<file path="src/rtl/core/fmv_pkg.sv">
// Shared types, constants and the quarter-wave sine table for the FM voice.
// No dependencies.
package fmv_pkg;

    localparam int PhaseW    = 32;
    localparam int LenW      = 20;
    localparam int TimerW    = 22;
    localparam int LevelW    = 24;
    localparam int DepthW    = 16;
    localparam int SampleW   = 16;
    localparam int CfgIdxW   = 3;
    localparam int CfgDataW  = 32;
    localparam int TableIdxW = 10;
    localparam int QuotW     = 24;
    localparam int MulAW     = 26;
    localparam int MulBW     = 32;
    localparam int ProdW     = MulAW + MulBW;

    localparam logic [LevelW-1:0] LevelOne = 24'd8388608;
    localparam logic [TimerW-1:0] TimerMax = 22'd4194303;
    localparam logic [MulBW-1:0]  InvTwoPi = 32'd683565276;

    localparam logic [CfgIdxW-1:0] CfgCarStep = 3'd0;
    localparam logic [CfgIdxW-1:0] CfgModAtt  = 3'd1;
    localparam logic [CfgIdxW-1:0] CfgModHold = 3'd2;
    localparam logic [CfgIdxW-1:0] CfgModRel  = 3'd3;
    localparam logic [CfgIdxW-1:0] CfgAmpAtt  = 3'd4;
    localparam logic [CfgIdxW-1:0] CfgAmpHold = 3'd5;
    localparam logic [CfgIdxW-1:0] CfgAmpRel  = 3'd6;

    typedef enum logic [3:0] {
        S_IDLE, S_DIV_MOD, S_WAIT_MOD, S_DIV_AMP, S_WAIT_AMP,
        S_LOOK_MOD, S_MUL_Q, S_MUL_M, S_MUL_OFF, S_LOOK_CAR, S_MUL_Y, S_OUT
    } state_t;

    typedef enum logic [1:0] {
        MUL_Q, MUL_M, MUL_OFF, MUL_Y
    } mul_op_t;

    typedef struct packed {
        logic    load;
        logic    div_start;
        logic    env_upd;
        logic    env_sel;
        logic    look_mod;
        logic    look_car;
        logic    mul_en;
        mul_op_t mul_op;
        logic    finish;
    } dp_cmd_t;

    typedef struct packed {
        logic div_done;
    } dp_stat_t;

    typedef logic [14:0] quarter_t [256];

    function automatic logic [14:0] sine_mag(input logic [63:0] r);
        logic [63:0] x, x2, t, s, v;
        x  = (r * 64'd1686629713) >> 30;
        x2 = (x * x) >> 30;
        t  = 64'd1073741824 - x2 / 64'd110;
        t  = 64'd1073741824 - ((x2 * t) >> 30) / 64'd72;
        t  = 64'd1073741824 - ((x2 * t) >> 30) / 64'd42;
        t  = 64'd1073741824 - ((x2 * t) >> 30) / 64'd20;
        t  = 64'd1073741824 - ((x2 * t) >> 30) / 64'd6;
        s  = (x * t) >> 30;
        v  = (s * 64'd32767 + (64'd1 << 29)) >> 30;
        if (v > 64'd32767)
        begin
            v = 64'd32767;
        end
        return v[14:0];
    endfunction

    function automatic quarter_t build_quarter();
        quarter_t q;
        for (int i = 0; i < 256; i++)
        begin
            q[i] = sine_mag(64'(i) << 22);
        end
        return q;
    endfunction

    localparam quarter_t Quarter = build_quarter();
    localparam logic [14:0] Peak = sine_mag(64'd1 << 30);

    function automatic logic signed [SampleW-1:0] sine_lookup(
        input logic [TableIdxW-1:0] idx);
        logic [7:0]  j;
        logic [14:0] mag;
        j = idx[7:0];
        if (idx[8])
        begin
            mag = (j == 8'd0) ? Peak : Quarter[8'(~j + 8'd1)];
        end
        else
        begin
            mag = Quarter[j];
        end
        return idx[9] ? -$signed({1'b0, mag}) : $signed({1'b0, mag});
    endfunction

endpackage

</file>
<file path="src/rtl/core/fmv_in_if.sv">
// Input channel of the FM voice: valid/ready with trigger and depth.
// Depends on fmv_pkg.
interface fmv_in_if;
    import fmv_pkg::*;
    logic              valid;
    logic              ready;
    logic              trigger;
    logic [DepthW-1:0] random_depth;
    modport source (output valid, output trigger, output random_depth, input ready);
    modport sink (input valid, input trigger, input random_depth, output ready);
endinterface

</file>
<file path="src/rtl/core/fmv_out_if.sv">
// Output channel of the FM voice: valid/ready with one audio sample.
// Depends on fmv_pkg.
interface fmv_out_if;
    import fmv_pkg::*;
    logic                      valid;
    logic                      ready;
    logic signed [SampleW-1:0] audio_sample;
    modport source (output valid, output audio_sample, input ready);
    modport sink (input valid, input audio_sample, output ready);
endinterface

</file>
<file path="src/rtl/core/fmv_div.sv">
// Iterative restoring divider, one quotient bit per cycle, for envelope steps.
// Depends on fmv_pkg.
module fmv_div (
    input  logic                      clk,
    input  logic                      rst_n,
    input  logic                      start,
    input  logic [fmv_pkg::QuotW-1:0] dividend,
    input  logic [fmv_pkg::LenW-1:0]  divisor,
    output logic [fmv_pkg::QuotW-1:0] quotient,
    output logic                      done
);
    import fmv_pkg::*;

    logic [QuotW-1:0] acc_reg, acc_next;
    logic [LenW-1:0]  rem_reg, rem_next;
    logic [LenW-1:0]  dvs_reg;
    logic [4:0]       cnt_reg, cnt_next;
    logic             busy_reg, busy_next;
    logic             done_reg, done_next;
    logic [LenW:0]    trial;

    always_comb
    begin
        trial     = {rem_reg, acc_reg[QuotW-1]};
        acc_next  = acc_reg;
        rem_next  = rem_reg;
        cnt_next  = cnt_reg;
        busy_next = busy_reg;
        done_next = 1'b0;
        if (start)
        begin
            acc_next  = dividend;
            rem_next  = '0;
            cnt_next  = 5'(QuotW - 1);
            busy_next = 1'b1;
        end
        else if (busy_reg)
        begin
            if (trial >= {1'b0, dvs_reg})
            begin
                rem_next = LenW'(trial - {1'b0, dvs_reg});
                acc_next = {acc_reg[QuotW-2:0], 1'b1};
            end
            else
            begin
                rem_next = trial[LenW-1:0];
                acc_next = {acc_reg[QuotW-2:0], 1'b0};
            end
            cnt_next = cnt_reg - 5'd1;
            if (cnt_reg == 5'd0)
            begin
                busy_next = 1'b0;
                done_next = 1'b1;
            end
        end
    end

    always_ff @(posedge clk or negedge rst_n)
    begin
        if (!rst_n)
        begin
            busy_reg <= 1'b0;
            done_reg <= 1'b0;
            cnt_reg  <= '0;
        end
        else
        begin
            busy_reg <= busy_next;
            done_reg <= done_next;
            cnt_reg  <= cnt_next;
        end
    end

    always_ff @(posedge clk)
    begin
        acc_reg <= acc_next;
        rem_reg <= rem_next;
        if (start)
        begin
            dvs_reg <= divisor;
        end
    end

    assign quotient = acc_reg;
    assign done     = done_reg;
endmodule

</file>
<file path="src/rtl/core/fmv_datapath.sv">
// Datapath: configuration, phase counter, envelopes, shared multiplier, sine lookup.
// Depends on fmv_pkg and fmv_div.
module fmv_datapath (
    input  logic                               clk,
    input  logic                               rst_n,
    input  fmv_pkg::dp_cmd_t                   cmd,
    output fmv_pkg::dp_stat_t                  stat,
    input  logic                               trigger,
    input  logic [fmv_pkg::DepthW-1:0]         random_depth,
    input  logic                               cfg_we,
    input  logic [fmv_pkg::CfgIdxW-1:0]        cfg_index,
    input  logic [fmv_pkg::CfgDataW-1:0]       cfg_data,
    output logic signed [fmv_pkg::SampleW-1:0] audio_sample
);
    import fmv_pkg::*;

    logic [PhaseW-1:0] step_reg;
    logic [LenW-1:0]   matt_reg, mhold_reg, mrel_reg, aatt_reg, ahold_reg, arel_reg;
    logic [PhaseW:0]   phase_reg;
    logic [TimerW-1:0] mtim_reg, atim_reg;
    logic [LevelW-1:0] mlev_reg, alev_reg;
    logic [DepthW-1:0] depth_reg;

    logic signed [SampleW-1:0] sine_reg;
    logic signed [ProdW-1:0]   prod_reg;
    logic signed [SampleW-1:0] sample_reg;

    logic [TimerW-1:0] tim, t1, t2, t3, tim_new;
    logic [LevelW-1:0] lev, lev_new;
    logic [LenW-1:0]   att, hold, rel, dlen;
    logic [LevelW:0]   lsum;
    logic [QuotW-1:0]  quot;
    logic              in_att, in_hold, in_rel;

    logic signed [ProdW-1:0]  r15, r16, r20, r24;
    logic signed [MulAW-1:0]  mul_a;
    logic signed [MulBW-1:0]  mul_b;
    logic [TableIdxW-1:0]     tidx;
    logic [PhaseW-1:0]        car_addr;

    fmv_div u_div (
        .clk      (clk),
        .rst_n    (rst_n),
        .start    (cmd.div_start),
        .dividend (LevelOne + QuotW'(dlen[LenW-1:1])),
        .divisor  (dlen),
        .quotient (quot),
        .done     (stat.div_done)
    );

    always_comb
    begin
        tim  = cmd.env_sel ? atim_reg : mtim_reg;
        lev  = cmd.env_sel ? alev_reg : mlev_reg;
        att  = cmd.env_sel ? aatt_reg : matt_reg;
        hold = cmd.env_sel ? ahold_reg : mhold_reg;
        rel  = cmd.env_sel ? arel_reg : mrel_reg;
        t1   = TimerW'(att);
        t2   = t1 + TimerW'(hold);
        t3   = t2 + TimerW'(rel);
        in_att  = tim < t1;
        in_hold = tim < t2;
        in_rel  = tim < t3;
        dlen = in_att ? att : rel;
        lsum = {1'b0, lev} + {1'b0, quot};
        if (in_att)
        begin
            lev_new = (lsum > {1'b0, LevelOne}) ? LevelOne : lsum[LevelW-1:0];
        end
        else if (in_hold)
        begin
            lev_new = LevelOne;
        end
        else if (in_rel)
        begin
            lev_new = (lev > quot) ? lev - quot : '0;
        end
        else
        begin
            lev_new = '0;
        end
        tim_new = (tim < TimerMax) ? tim + 22'd1 : tim;
    end

    always_comb
    begin
        r15 = (prod_reg + (ProdW'(1) <<< 14)) >>> 15;
        r16 = (prod_reg + (ProdW'(1) <<< 15)) >>> 16;
        r20 = (prod_reg + (ProdW'(1) <<< 19)) >>> 20;
        r24 = (prod_reg + (ProdW'(1) <<< 23)) >>> 24;
        case (cmd.mul_op)
            MUL_Q:
            begin
                mul_a = MulAW'(sine_reg);
                mul_b = $signed(MulBW'(mlev_reg));
            end
            MUL_M:
            begin
                mul_a = r15[MulAW-1:0];
                mul_b = $signed(MulBW'(depth_reg));
            end
            MUL_OFF:
            begin
                mul_a = r16[MulAW-1:0];
                mul_b = $signed(InvTwoPi);
            end
            MUL_Y:
            begin
                mul_a = MulAW'(sine_reg);
                mul_b = $signed(MulBW'(alev_reg));
            end
            default:
            begin
                mul_a = '0;
                mul_b = '0;
            end
        endcase
        car_addr = phase_reg[PhaseW-1:0] + r20[PhaseW-1:0];
        tidx = cmd.look_car ? car_addr[PhaseW-1 -: TableIdxW]
                            : phase_reg[PhaseW -: TableIdxW];
    end

    always_ff @(posedge clk or negedge rst_n)
    begin
        if (!rst_n)
        begin
            step_reg  <= 32'd10737418;
            matt_reg  <= 20'd48;
            mhold_reg <= 20'd2400;
            mrel_reg  <= 20'd9600;
            aatt_reg  <= 20'd48;
            ahold_reg <= 20'd9600;
            arel_reg  <= 20'd24000;
            phase_reg <= '0;
            mtim_reg  <= TimerMax;
            atim_reg  <= TimerMax;
            mlev_reg  <= '0;
            alev_reg  <= '0;
            depth_reg <= '0;
        end
        else
        begin
            if (cfg_we)
            begin
                case (cfg_index)
                    CfgCarStep: step_reg  <= cfg_data;
                    CfgModAtt:  matt_reg  <= cfg_data[LenW-1:0];
                    CfgModHold: mhold_reg <= cfg_data[LenW-1:0];
                    CfgModRel:  mrel_reg  <= cfg_data[LenW-1:0];
                    CfgAmpAtt:  aatt_reg  <= cfg_data[LenW-1:0];
                    CfgAmpHold: ahold_reg <= cfg_data[LenW-1:0];
                    CfgAmpRel:  arel_reg  <= cfg_data[LenW-1:0];
                    default: ;
                endcase
            end
            if (cmd.load)
            begin
                if (trigger)
                begin
                    depth_reg <= random_depth;
                    mtim_reg  <= '0;
                    atim_reg  <= '0;
                    mlev_reg  <= '0;
                    alev_reg  <= '0;
                end
            end
            if (cmd.env_upd)
            begin
                if (cmd.env_sel)
                begin
                    atim_reg <= tim_new;
                    alev_reg <= lev_new;
                end
                else
                begin
                    mtim_reg <= tim_new;
                    mlev_reg <= lev_new;
                end
            end
            if (cmd.finish)
            begin
                phase_reg <= phase_reg + {1'b0, step_reg};
            end
        end
    end

    always_ff @(posedge clk)
    begin
        if (cmd.look_mod || cmd.look_car)
        begin
            sine_reg <= sine_lookup(tidx);
        end
        if (cmd.mul_en)
        begin
            prod_reg <= mul_a * mul_b;
        end
        if (cmd.finish)
        begin
            sample_reg <= r24[SampleW-1:0];
        end
    end

    assign audio_sample = sample_reg;
endmodule

</file>
<file path="src/rtl/core/fmv_ctrl.sv">
// Controller: sequences one sample through the datapath and owns the handshakes.
// Depends on fmv_pkg.
module fmv_ctrl (
    input  logic              clk,
    input  logic              rst_n,
    input  logic              in_valid,
    output logic              in_ready,
    output logic              out_valid,
    input  logic              out_ready,
    output fmv_pkg::dp_cmd_t  cmd,
    input  fmv_pkg::dp_stat_t stat
);
    import fmv_pkg::*;

    state_t state_reg, state_next;
    logic   ov_reg, ov_next;

    always_ff @(posedge clk or negedge rst_n)
    begin
        if (!rst_n)
        begin
            state_reg <= S_IDLE;
            ov_reg    <= 1'b0;
        end
        else
        begin
            state_reg <= state_next;
            ov_reg    <= ov_next;
        end
    end

    always_comb
    begin
        state_next = state_reg;
        ov_next    = ov_reg && !out_ready;
        cmd        = '0;
        cmd.mul_op = MUL_Q;
        in_ready   = 1'b0;
        case (state_reg)
            S_IDLE:
            begin
                in_ready = 1'b1;
                if (in_valid)
                begin
                    cmd.load   = 1'b1;
                    state_next = S_DIV_MOD;
                end
            end
            S_DIV_MOD:
            begin
                cmd.div_start = 1'b1;
                state_next    = S_WAIT_MOD;
            end
            S_WAIT_MOD:
            begin
                if (stat.div_done)
                begin
                    cmd.env_upd = 1'b1;
                    state_next  = S_DIV_AMP;
                end
            end
            S_DIV_AMP:
            begin
                cmd.env_sel   = 1'b1;
                cmd.div_start = 1'b1;
                state_next    = S_WAIT_AMP;
            end
            S_WAIT_AMP:
            begin
                cmd.env_sel = 1'b1;
                if (stat.div_done)
                begin
                    cmd.env_upd = 1'b1;
                    state_next  = S_LOOK_MOD;
                end
            end
            S_LOOK_MOD:
            begin
                cmd.look_mod = 1'b1;
                state_next   = S_MUL_Q;
            end
            S_MUL_Q:
            begin
                cmd.mul_en = 1'b1;
                cmd.mul_op = MUL_Q;
                state_next = S_MUL_M;
            end
            S_MUL_M:
            begin
                cmd.mul_en = 1'b1;
                cmd.mul_op = MUL_M;
                state_next = S_MUL_OFF;
            end
            S_MUL_OFF:
            begin
                cmd.mul_en = 1'b1;
                cmd.mul_op = MUL_OFF;
                state_next = S_LOOK_CAR;
            end
            S_LOOK_CAR:
            begin
                cmd.look_car = 1'b1;
                state_next   = S_MUL_Y;
            end
            S_MUL_Y:
            begin
                cmd.mul_en = 1'b1;
                cmd.mul_op = MUL_Y;
                state_next = S_OUT;
            end
            S_OUT:
            begin
                if (!ov_reg || out_ready)
                begin
                    cmd.finish = 1'b1;
                    ov_next    = 1'b1;
                    state_next = S_IDLE;
                end
            end
            default:
            begin
                state_next = S_IDLE;
            end
        endcase
    end

    assign out_valid = ov_reg;
endmodule

</file>
<file path="src/rtl/core/fm_voice_with_ahr_envelopes.sv">
// Two-operator FM voice with attack-hold-release envelopes, top level.
// Depends on fmv_pkg, fmv_in_if, fmv_out_if, fmv_ctrl and fmv_datapath.
//
// Usage: one input transfer per audio sample carries trigger and random_depth;
// each one yields exactly one audio_sample transfer on the output channel.
// Registers are written through cfg_we/cfg_index/cfg_data; write them only
// while idle, which the block itself does not enforce. Between input transfer
// and output valid, two runs of the shared iterative divider (start, 24
// quotient bits, done) form the envelope steps; a new input is taken only
// once the previous sample has been moved into the output register.
// The result sits in an output register, so the next input is taken while
// it waits; a stalled receiver holds the next item in its last state
// until the register frees up. Reset loads the default register values,
// clears phase, levels and depth, and leaves both envelopes ended.
module fm_voice_with_ahr_envelopes (
    input  logic                         clk,
    input  logic                         rst_n,
    fmv_in_if.sink                       in_ch,
    fmv_out_if.source                    out_ch,
    input  logic                         cfg_we,
    input  logic [fmv_pkg::CfgIdxW-1:0]  cfg_index,
    input  logic [fmv_pkg::CfgDataW-1:0] cfg_data
);
    import fmv_pkg::*;

    dp_cmd_t  cmd;
    dp_stat_t stat;

    fmv_ctrl u_ctrl (
        .clk       (clk),
        .rst_n     (rst_n),
        .in_valid  (in_ch.valid),
        .in_ready  (in_ch.ready),
        .out_valid (out_ch.valid),
        .out_ready (out_ch.ready),
        .cmd       (cmd),
        .stat      (stat)
    );

    fmv_datapath u_dp (
        .clk          (clk),
        .rst_n        (rst_n),
        .cmd          (cmd),
        .stat         (stat),
        .trigger      (in_ch.trigger),
        .random_depth (in_ch.random_depth),
        .cfg_we       (cfg_we),
        .cfg_index    (cfg_index),
        .cfg_data     (cfg_data),
        .audio_sample (out_ch.audio_sample)
    );
endmodule
</file>
<file path="src/flat_wrapper.sv">
// flat-port wrapper written by rule: the top's interface ports become plain ports
module fm_voice_with_ahr_envelopes_flat import fmv_pkg::*;
  (clk, rst_n, cfg_we, cfg_index, cfg_data, in_ch_valid, in_ch_trigger, in_ch_random_depth, in_ch_ready, out_ch_valid, out_ch_audio_sample, out_ch_ready);
  fmv_in_if in_ch_i ();
  fmv_out_if out_ch_i ();
  input  logic clk;
  input  logic rst_n;
  input  logic cfg_we;
  input  logic [fmv_pkg::CfgIdxW-1:0] cfg_index;
  input  logic [fmv_pkg::CfgDataW-1:0] cfg_data;
  input wire logic [$bits(in_ch_i.valid)-1:0] in_ch_valid;
  input wire logic [$bits(in_ch_i.trigger)-1:0] in_ch_trigger;
  input wire logic [$bits(in_ch_i.random_depth)-1:0] in_ch_random_depth;
  output wire logic [$bits(in_ch_i.ready)-1:0] in_ch_ready;
  output wire logic [$bits(out_ch_i.valid)-1:0] out_ch_valid;
  output wire logic [$bits(out_ch_i.audio_sample)-1:0] out_ch_audio_sample;
  input wire logic [$bits(out_ch_i.ready)-1:0] out_ch_ready;
  assign in_ch_i.valid = in_ch_valid;
  assign in_ch_i.trigger = in_ch_trigger;
  assign in_ch_i.random_depth = in_ch_random_depth;
  assign in_ch_ready = in_ch_i.ready;
  assign out_ch_valid = out_ch_i.valid;
  assign out_ch_audio_sample = out_ch_i.audio_sample;
  assign out_ch_i.ready = out_ch_ready;
  fm_voice_with_ahr_envelopes u_core (.clk(clk), .rst_n(rst_n), .in_ch(in_ch_i), .out_ch(out_ch_i), .cfg_we(cfg_we), .cfg_index(cfg_index), .cfg_data(cfg_data));
endmodule
</file>
<file path="config.mk">
export PLATFORM = sky130hd
export DESIGN_NAME = fm_voice_with_ahr_envelopes_flat
export DESIGN_NICKNAME = d
export VERILOG_FILES = /design/src/rtl/core/fmv_pkg.sv /design/src/rtl/core/fmv_in_if.sv /design/src/rtl/core/fmv_out_if.sv /design/src/rtl/core/fmv_div.sv /design/src/rtl/core/fmv_datapath.sv /design/src/rtl/core/fmv_ctrl.sv /design/src/rtl/core/fm_voice_with_ahr_envelopes.sv /design/src/flat_wrapper.sv
export SDC_FILE = /design/constraint.sdc
export NUM_CORES = 2
export LEC_CHECK = 0
export ABC_AREA = 1
export BUFFER_PORTS_ARGS = -buffer_cell sky130_fd_sc_hd__buf_4
export CAP_MARGIN = 10
export CELL_PAD_IN_SITES_DETAIL_PLACEMENT = 1
export CELL_PAD_IN_SITES_GLOBAL_PLACEMENT = 2
export CORE_MARGIN = 4
export CORE_UTILIZATION = 25
export DETAILED_ROUTE_END_ITERATION = 8
export MAX_ROUTING_LAYER = met4
export PLACE_DENSITY_LB_ADDON = 0.3
export SLEW_MARGIN = 20
export SYNTH_ARGS = -nofsm -noshare
export SYNTH_HDL_FRONTEND = slang
export SYNTH_SLANG_ARGS = --single-unit
export TNS_END_PERCENT = 20
</file>
<file path="constraint.sdc">
create_clock -name clk -period 14.8 [get_ports clk]
set_input_delay 1.48 -clock clk [delete_from_list [all_inputs] [get_ports clk]]
set_output_delay 1.48 -clock clk [all_outputs]
set_load 0.05 [all_outputs]
</file>
## Yosys cells after proc, flatten, opt, wreduce, memory -nomap -nowiden

Memory sizes are Yosys's and may differ from the RTL's.
Index checks and enable logic that the tools add are counted.

| operators by class | value |
|---|---|
| eq/ne operators | 24 |
| multiplexer cells | 70 |
| reductions and logical operators | 24 |
| $add $sub $neg | 16 |
| multiply operators | 1 |
| bitwise operators | 3 |
| order comparisons | 9 |

Operator list:

| kind | number |
|---|---|
| 24-bit 2-to-1 mux | 16 |
| 22-bit 2-to-1 mux | 10 |
| 32-bit case mux with 4 select lines | 1 |
| 15-bit 2-to-1 mux | 8 |
| 20-bit 2-to-1 mux | 5 |
| 26-bit case mux with 3 select lines | 1 |
| 52-bit by 21-bit adder with 52-bit output (second input constant) | 1 |
| 26-bit by 32-bit multiplier with 52-bit output | 1 |
| 4-bit case mux with 12 select lines | 1 |
| 42-bit by 17-bit adder with 42-bit output (second input constant) | 1 |
| 41-bit by 16-bit adder with 41-bit output (second input constant) | 1 |
| 40-bit by 25-bit adder with 40-bit output (second input constant) | 1 |
| 33-bit by 32-bit adder with 33-bit output | 1 |
| 32-bit adder | 1 |
| 24-bit by 24-bit adder with 25-bit output | 1 |
| 25-bit by 24-bit > comparator with 1-bit output (second input constant) | 1 |
| 24-bit by 19-bit adder with 24-bit output (first input constant) | 1 |
| 24-bit > comparator | 1 |
| 24-bit subtractor | 1 |
| 21-bit by 20-bit adder with 22-bit output | 1 |
| 22-bit by 1-bit adder with 22-bit output (second input constant) | 1 |
| 22-bit by 20-bit less-than comparator with 1-bit output | 1 |
| 22-bit by 21-bit less-than comparator with 1-bit output | 1 |
| 22-bit less-than comparator | 1 |
| 37 further kinds | 88 |

| word-level totals | value |
|---|---|
| bits of input ports | 57 |
| flip-flop bits (word level) | 453 |
| logic and storage cells | 174 |
| memories kept | 2 |
| ROM bits | 7680 |

Memories:

| memory | depth | width | read ports | clocked after memory_dff | wr ports | line | RTL |
|---|---|---|---|---|---|---|---|
| (no name shown) | 256 | 15 | 1 | 0 | 0 | fmv_pkg.sv:99 | `mag = Quarter[j];` |
| (no name shown) | 256 | 15 | 1 | 0 | 0 | fmv_pkg.sv:95 | `mag = (j == 8'd0) ? Peak : Quarter[8'(~j + 8'd1)];` |

## Longest topological paths before layout

| logic depth | value |
|---|---|
| depth in word-level cells | 14 |
| mapped depth | 57 |

## Modules after synthesis

From an unflattened synthesis, not the netlist that was laid out.

| unflattened totals | value |
|---|---|
| cells, all modules | 8756 |
| area total of the unflattened synthesis | 61540.3 µm² |

Modules (own cells, without submodules):

| module | cells an instance | area each (µm²) | instances |
|---|---|---|---|
| fmv_datapath | 8113 | 56736.9 | 1 |
| fmv_div | 582 | 4390.5 | 1 |
| fmv_ctrl | 61 | 412.9 | 1 |

## Worst setup path after synthesis

Ideal clock, no wire load.

| path | value |
|---|---|
| kind | register to register |
| from | register u_core.u_ctrl.state_reg[3] |
| to | register u_core.u_dp.prod_reg[49], data pin |
| path buffers | 5 |
| data arrival time | 8.642 ns |
| data required time | 14.534 ns |
| stages on the path, launching flop included | 41 |
| path slack | 5.892 ns |
| cell sequence | dfrtp_1 -> nor2_2 -> inv_2 -> nor2_1 -> a21oi_1 -> ha_1 -> buf_4 -> buf_2 -> buf_2 -> clkbuf_1 -> nor2_1 -> inv_1 -> a221o_1 -> o21ai_1 -> clkinv_1 -> clkbuf_1 -> nand2_1 -> fa_1 -> [5 not listed] -> fa_1 -> inv_1 -> fa_1 -> inv_1 -> fa_1 -> inv_1 -> ha_1 -> nand3_1 -> nor3_1 -> nand4_1 -> nand2_1 -> a21oi_1 -> o31ai_1 -> a21oi_1 -> o21ai_0 -> nand3_1 -> o2111ai_1 -> xor2_1 |

| on the way | value |
|---|---|
| cells in the longest elaborated chain, start to end | 6 |
| elaborated cells on any way between the ends | 13 |

RTL lines:

| element | line | RTL |
|---|---|---|
| start, declared | fmv_ctrl.sv:15 | `state_t state_reg, state_next;` |
| start signal, assigned | fmv_ctrl.sv:27 | `state_reg <= state_next;` |
| 4-bit == test or 4-bit by 3-bit == test with 1-bit output (tied branches) | fmv_ctrl.sv:39 | `case (state_reg)` |
| 3-bit case mux with 4 select lines * | fmv_ctrl.sv:39 |  |
| 2-bit == test or 2-bit zero test (tied branches) | fmv_datapath.sv:91 | `case (cmd.mul_op)` |
| 2-bit OR reduction (no source line) | n/a |  |
| 26-bit case mux with 3 select lines | fmv_datapath.sv:91 |  |
| 26-bit by 32-bit multiplier with 52-bit output * | fmv_datapath.sv:195 | `prod_reg <= mul_a * mul_b;` |
| end signal, assigned | fmv_datapath.sv:195 |  |
| end, declared | fmv_datapath.sv:25 | `logic signed [ProdW-1:0] prod_reg;` |

Every way passes the cells marked *; elsewhere a longest branch is shown, timed or not. The select of a mux whose other input is x is not followed.
A chain may end at the register's enable or synchronous reset.

## Worst setup path after layout

| path | value |
|---|---|
| from | register u_core.u_ctrl.state_reg[1] |
| to | register u_core.u_dp.prod_reg[49], data pin |

The elaborated chain is that of the path after synthesis.

==> metrics.md <==
| Metric | Value |
|---|---|
| Avg Cell Area, Syn | 7.198 µm² |
| Prevailing post-synth register cell | dfrtp_1 |
| CTS tree | done |
| Die Footprint | 0.2493 mm² |
| Count of cell types in the netlist | 74 |
| Number of remaining DRC errors | 0 |
| Crit path required time | 15240 ps |
| Reg2Reg Depth | 49 |
| Top delay family on crit path | adder cells |
| ANT nets after route | 0 |
| Max Fclk | 0.08461 GHz |
| Global-route wire length before repair | 386900 µm |
| GRT Overall Usage | 0.2078 |
| Hold wc startpoint | u_core.u_dp.matt_reg[3] |
| Warnings, synthesis | 0 |
| Core region area | 0.2403 mm² |
| Nets | 9449 |
| Clk sink count | 439 |
| Area of the mapped netlist | 0.06034 mm² |
| Asr flop ratio synth | 0.6948 |
| Post_cts resized | 0 |
| Layout cells sized above 1 | 0.07031 |
| Number of global-route vias before repair | 58960 |
| CP max stage delay | 800 ps |
| Grt ovf | 0 |
| Wire length per cell | 22.15 µm |
| Row count | 180 |
| I/O Buffers | 74 |
| Final setup fails | 0 |
| Syn Inst Count | 8384 |
| RePlAce Congestion | 0.9328 |
| Hold Path Depth | 2 |
| CP max FO | 55 |
| Arrival time worst endpoint | 12260 ps |
| Post-Route WL | 255500 µm |
| Crit Path Class | reg -> reg |
| Die Ht | 499.3 µm |
| Largest area contributor in the netlist | fa_1 |
| Later-pin clock latency in the skew report | 730 ps |
| CP max stage cell | ha_2 |
| Initial antenna violation count | 4 |
| Pins Over Slew Limit | 0 |
| Worst Setup End Kind | register |
| Detail Placement HPWL | 201900 µm |
| Post-synth EDFFs | 114 |
| Synth Net Count | 9533 |
| Drt pass-1 iters | 5 |
| Class of the worst hold path | reg -> reg |
| Synth area leaders | fa_1 (19%), nand2_1 (14%), ha_1 (11%) |
| Final hold violations | 0 |
| Reg-to-Reg Start | u_core.u_ctrl.state_reg[1] |
| Final Skew | 111.4 ps |
| Max Cap Violations | 0 |
| Synth top area share | 0.1918 |
| Cell mode on critical path | inv_1 |
| Syn-to-layout area delta | 9.940% |
| Vias/cell | 4.827 |
| Initial core utilization | 0.2511 |
| Initial DRC Count | 3136 |
| Final setup TNS | 0 ps |
| Slew margin rel. | 0.1695 |
| Post-layout min period | 11820 ps |
| Startpoint types | register |
| Critical Path Stages | 49 |
| CTS Buffer Depth | 3 |
| I/O Pins | 75 |
| Clock-pin slew on the worst setup and hold paths | 60 ps |
| Worst r2r dst | u_core.u_dp.prod_reg[49] |
| CTS Root Cell | clkbuf_16 |
| Largest register FFs | 38 |
| RSZ-0062 raised after global routing | false |
| Cts bufs inserted | 57 |
| Buf/Inv on CP | 11 |
| Final worst-path cycle share | 0.7986 |
| Worst slew pin tran | 1243 ps |
| Hold endpoint | u_core.u_dp.matt_reg[3] |
| # hold bufs at CTS | 0 |
| Die W | 499.3 µm |
| Register area share after synthesis | 0.1915 |
| Largest net degree at the start of global routing | 88 |
| Total number of vias | 55690 |
| Clock H-tree levels | 2 |
| Number of synthesized register bits | 439 |
| Post-CTS Setup Bufs | 0 |
| Status | complete, no violations |
| Reg2reg setup slack | 2980 ps |
==> per-stage QoR <==
step                area, µm²  std cells    util  hold WS (ps)  setup slack [ps]
floorplan               60340       8384       -         442.3              5892
global placement        64420      11430  0.2681         459.9              3057
detailed placement      64420      11430  0.2681         468.3              2920
CTS                     66340      11530  0.2761         482.7              2863
global route            66340      11540  0.2761         497.2              1963
finish                  66340      11540  0.2761         479.6              2981
==> layout by cell type, fill, tap and decap left out, types with 20 or more instances in the layout <==
cell | netlist | final
ha_1 | 514 | 513
inv_2 | 30 | 31
nand4_1 | 52 | 52
nor3_1 | 53 | 53
mux2_2 | 28 | 28
o211ai_1 | 47 | 47
nor2_1 | 647 | 643
nand3_1 | 520 | 519
nand2_1 | 2279 | 2273
dfxtp_1 | 20 | 20
o21ai_0 | 552 | 535
clkbuf_16 | 0 | 60
fa_1 | 578 | 578
dfrtp_1 | 226 | 226
o21ai_2 | 14 | 22
dfstp_2 | 79 | 79
or2_2 | 44 | 44
xor2_1 | 166 | 166
buf_4 | 12 | 188
a21oi_1 | 353 | 353
edfxtp_1 | 114 | 114
nand2_2 | 28 | 34
a31oi_1 | 25 | 25
xnor2_1 | 64 | 64
inv_1 | 1333 | 1332
o21ai_1 | 46 | 54
clkinv_1 | 22 | 22
==> layout make-up <==
type                       instances  area [µm²]
inverter                        1389        5226
tap                             3185        3985
clock buffer                      89        1730
sequential                       439       11550
antenna                            2       5.005
multi-input combinational       6223       42210
clock inverter                    19       183.9
timing repair buffer             190        1446
fill                           29490      174000
==> worst register-to-register path, delay by kind of cell (launching register included) <==
family          cells  cell delay, ps
fa+ha+maj          10            4480
xor+xnor            1             100
buf+inv            11            1130
compound gates      8            1830
flops               1             410
simple gates       19            3570
==> cell usage after synthesis, drive strengths merged, types with 79 or more instances <==
| cell type | n |
|---|---|
| ha | 514 |
| nand2 | 2318 |
| o21ai | 613 |
| buf | 105 |
| xor2 | 166 |
| dfstp | 79 |
| a21oi | 358 |
| edfxtp | 114 |
| dfrtp | 226 |
| inv | 1366 |
| clkbuf | 228 |
| nand3 | 529 |
| nor2 | 666 |
| fa | 578 |
==> metal layers <==
layer | track usage | share of wire | up-vias
met4 | 0.05227 | 0.029 | 0
met2 | 0.3333 | 0.46 | 1059
li1 | - | - | 26150
met5 | - | 0 | -
met3 | 0.01381 | 0.032 | 293
met1 | 0.2859 | 0.48 | 28180
==> worst max-delay path by stage <==
stage,startpoint,end,slack (ps)
6_report,u_core.u_ctrl.state_reg[1],u_core.u_dp.prod_reg[49],2980
5_1_grt,u_core.u_ctrl.state_reg[0],u_core.u_dp.prod_reg[49],1960
4_1_cts,u_core.u_ctrl.state_reg[1],u_core.u_dp.prod_reg[49],2860
3_5_place_dp,u_core.u_ctrl.state_reg[0],u_core.u_dp.prod_reg[49],2920
3_3_place_gp,u_core.u_ctrl.state_reg[0],u_core.u_dp.prod_reg[49],3060
2_1_floorplan,u_core.u_ctrl.state_reg[3],u_core.u_dp.prod_reg[49],5890
==> cell families after synthesis <==
kind of cell	after synthesis	synth area share
DFF	439	0.1915
muxes	29	0.005391
AOI/OAI and AO/OA	1154	0.1051
adders and majority gates	1092	0.2983
xor gates and xnor gates	230	0.03338
and+or+nand+nor	3718	0.2556
buffers and inverters	1722	0.1107
Power is not shown: default switching activity piles up to over one toggle a cycle in this logic, so the estimate is an artifact.
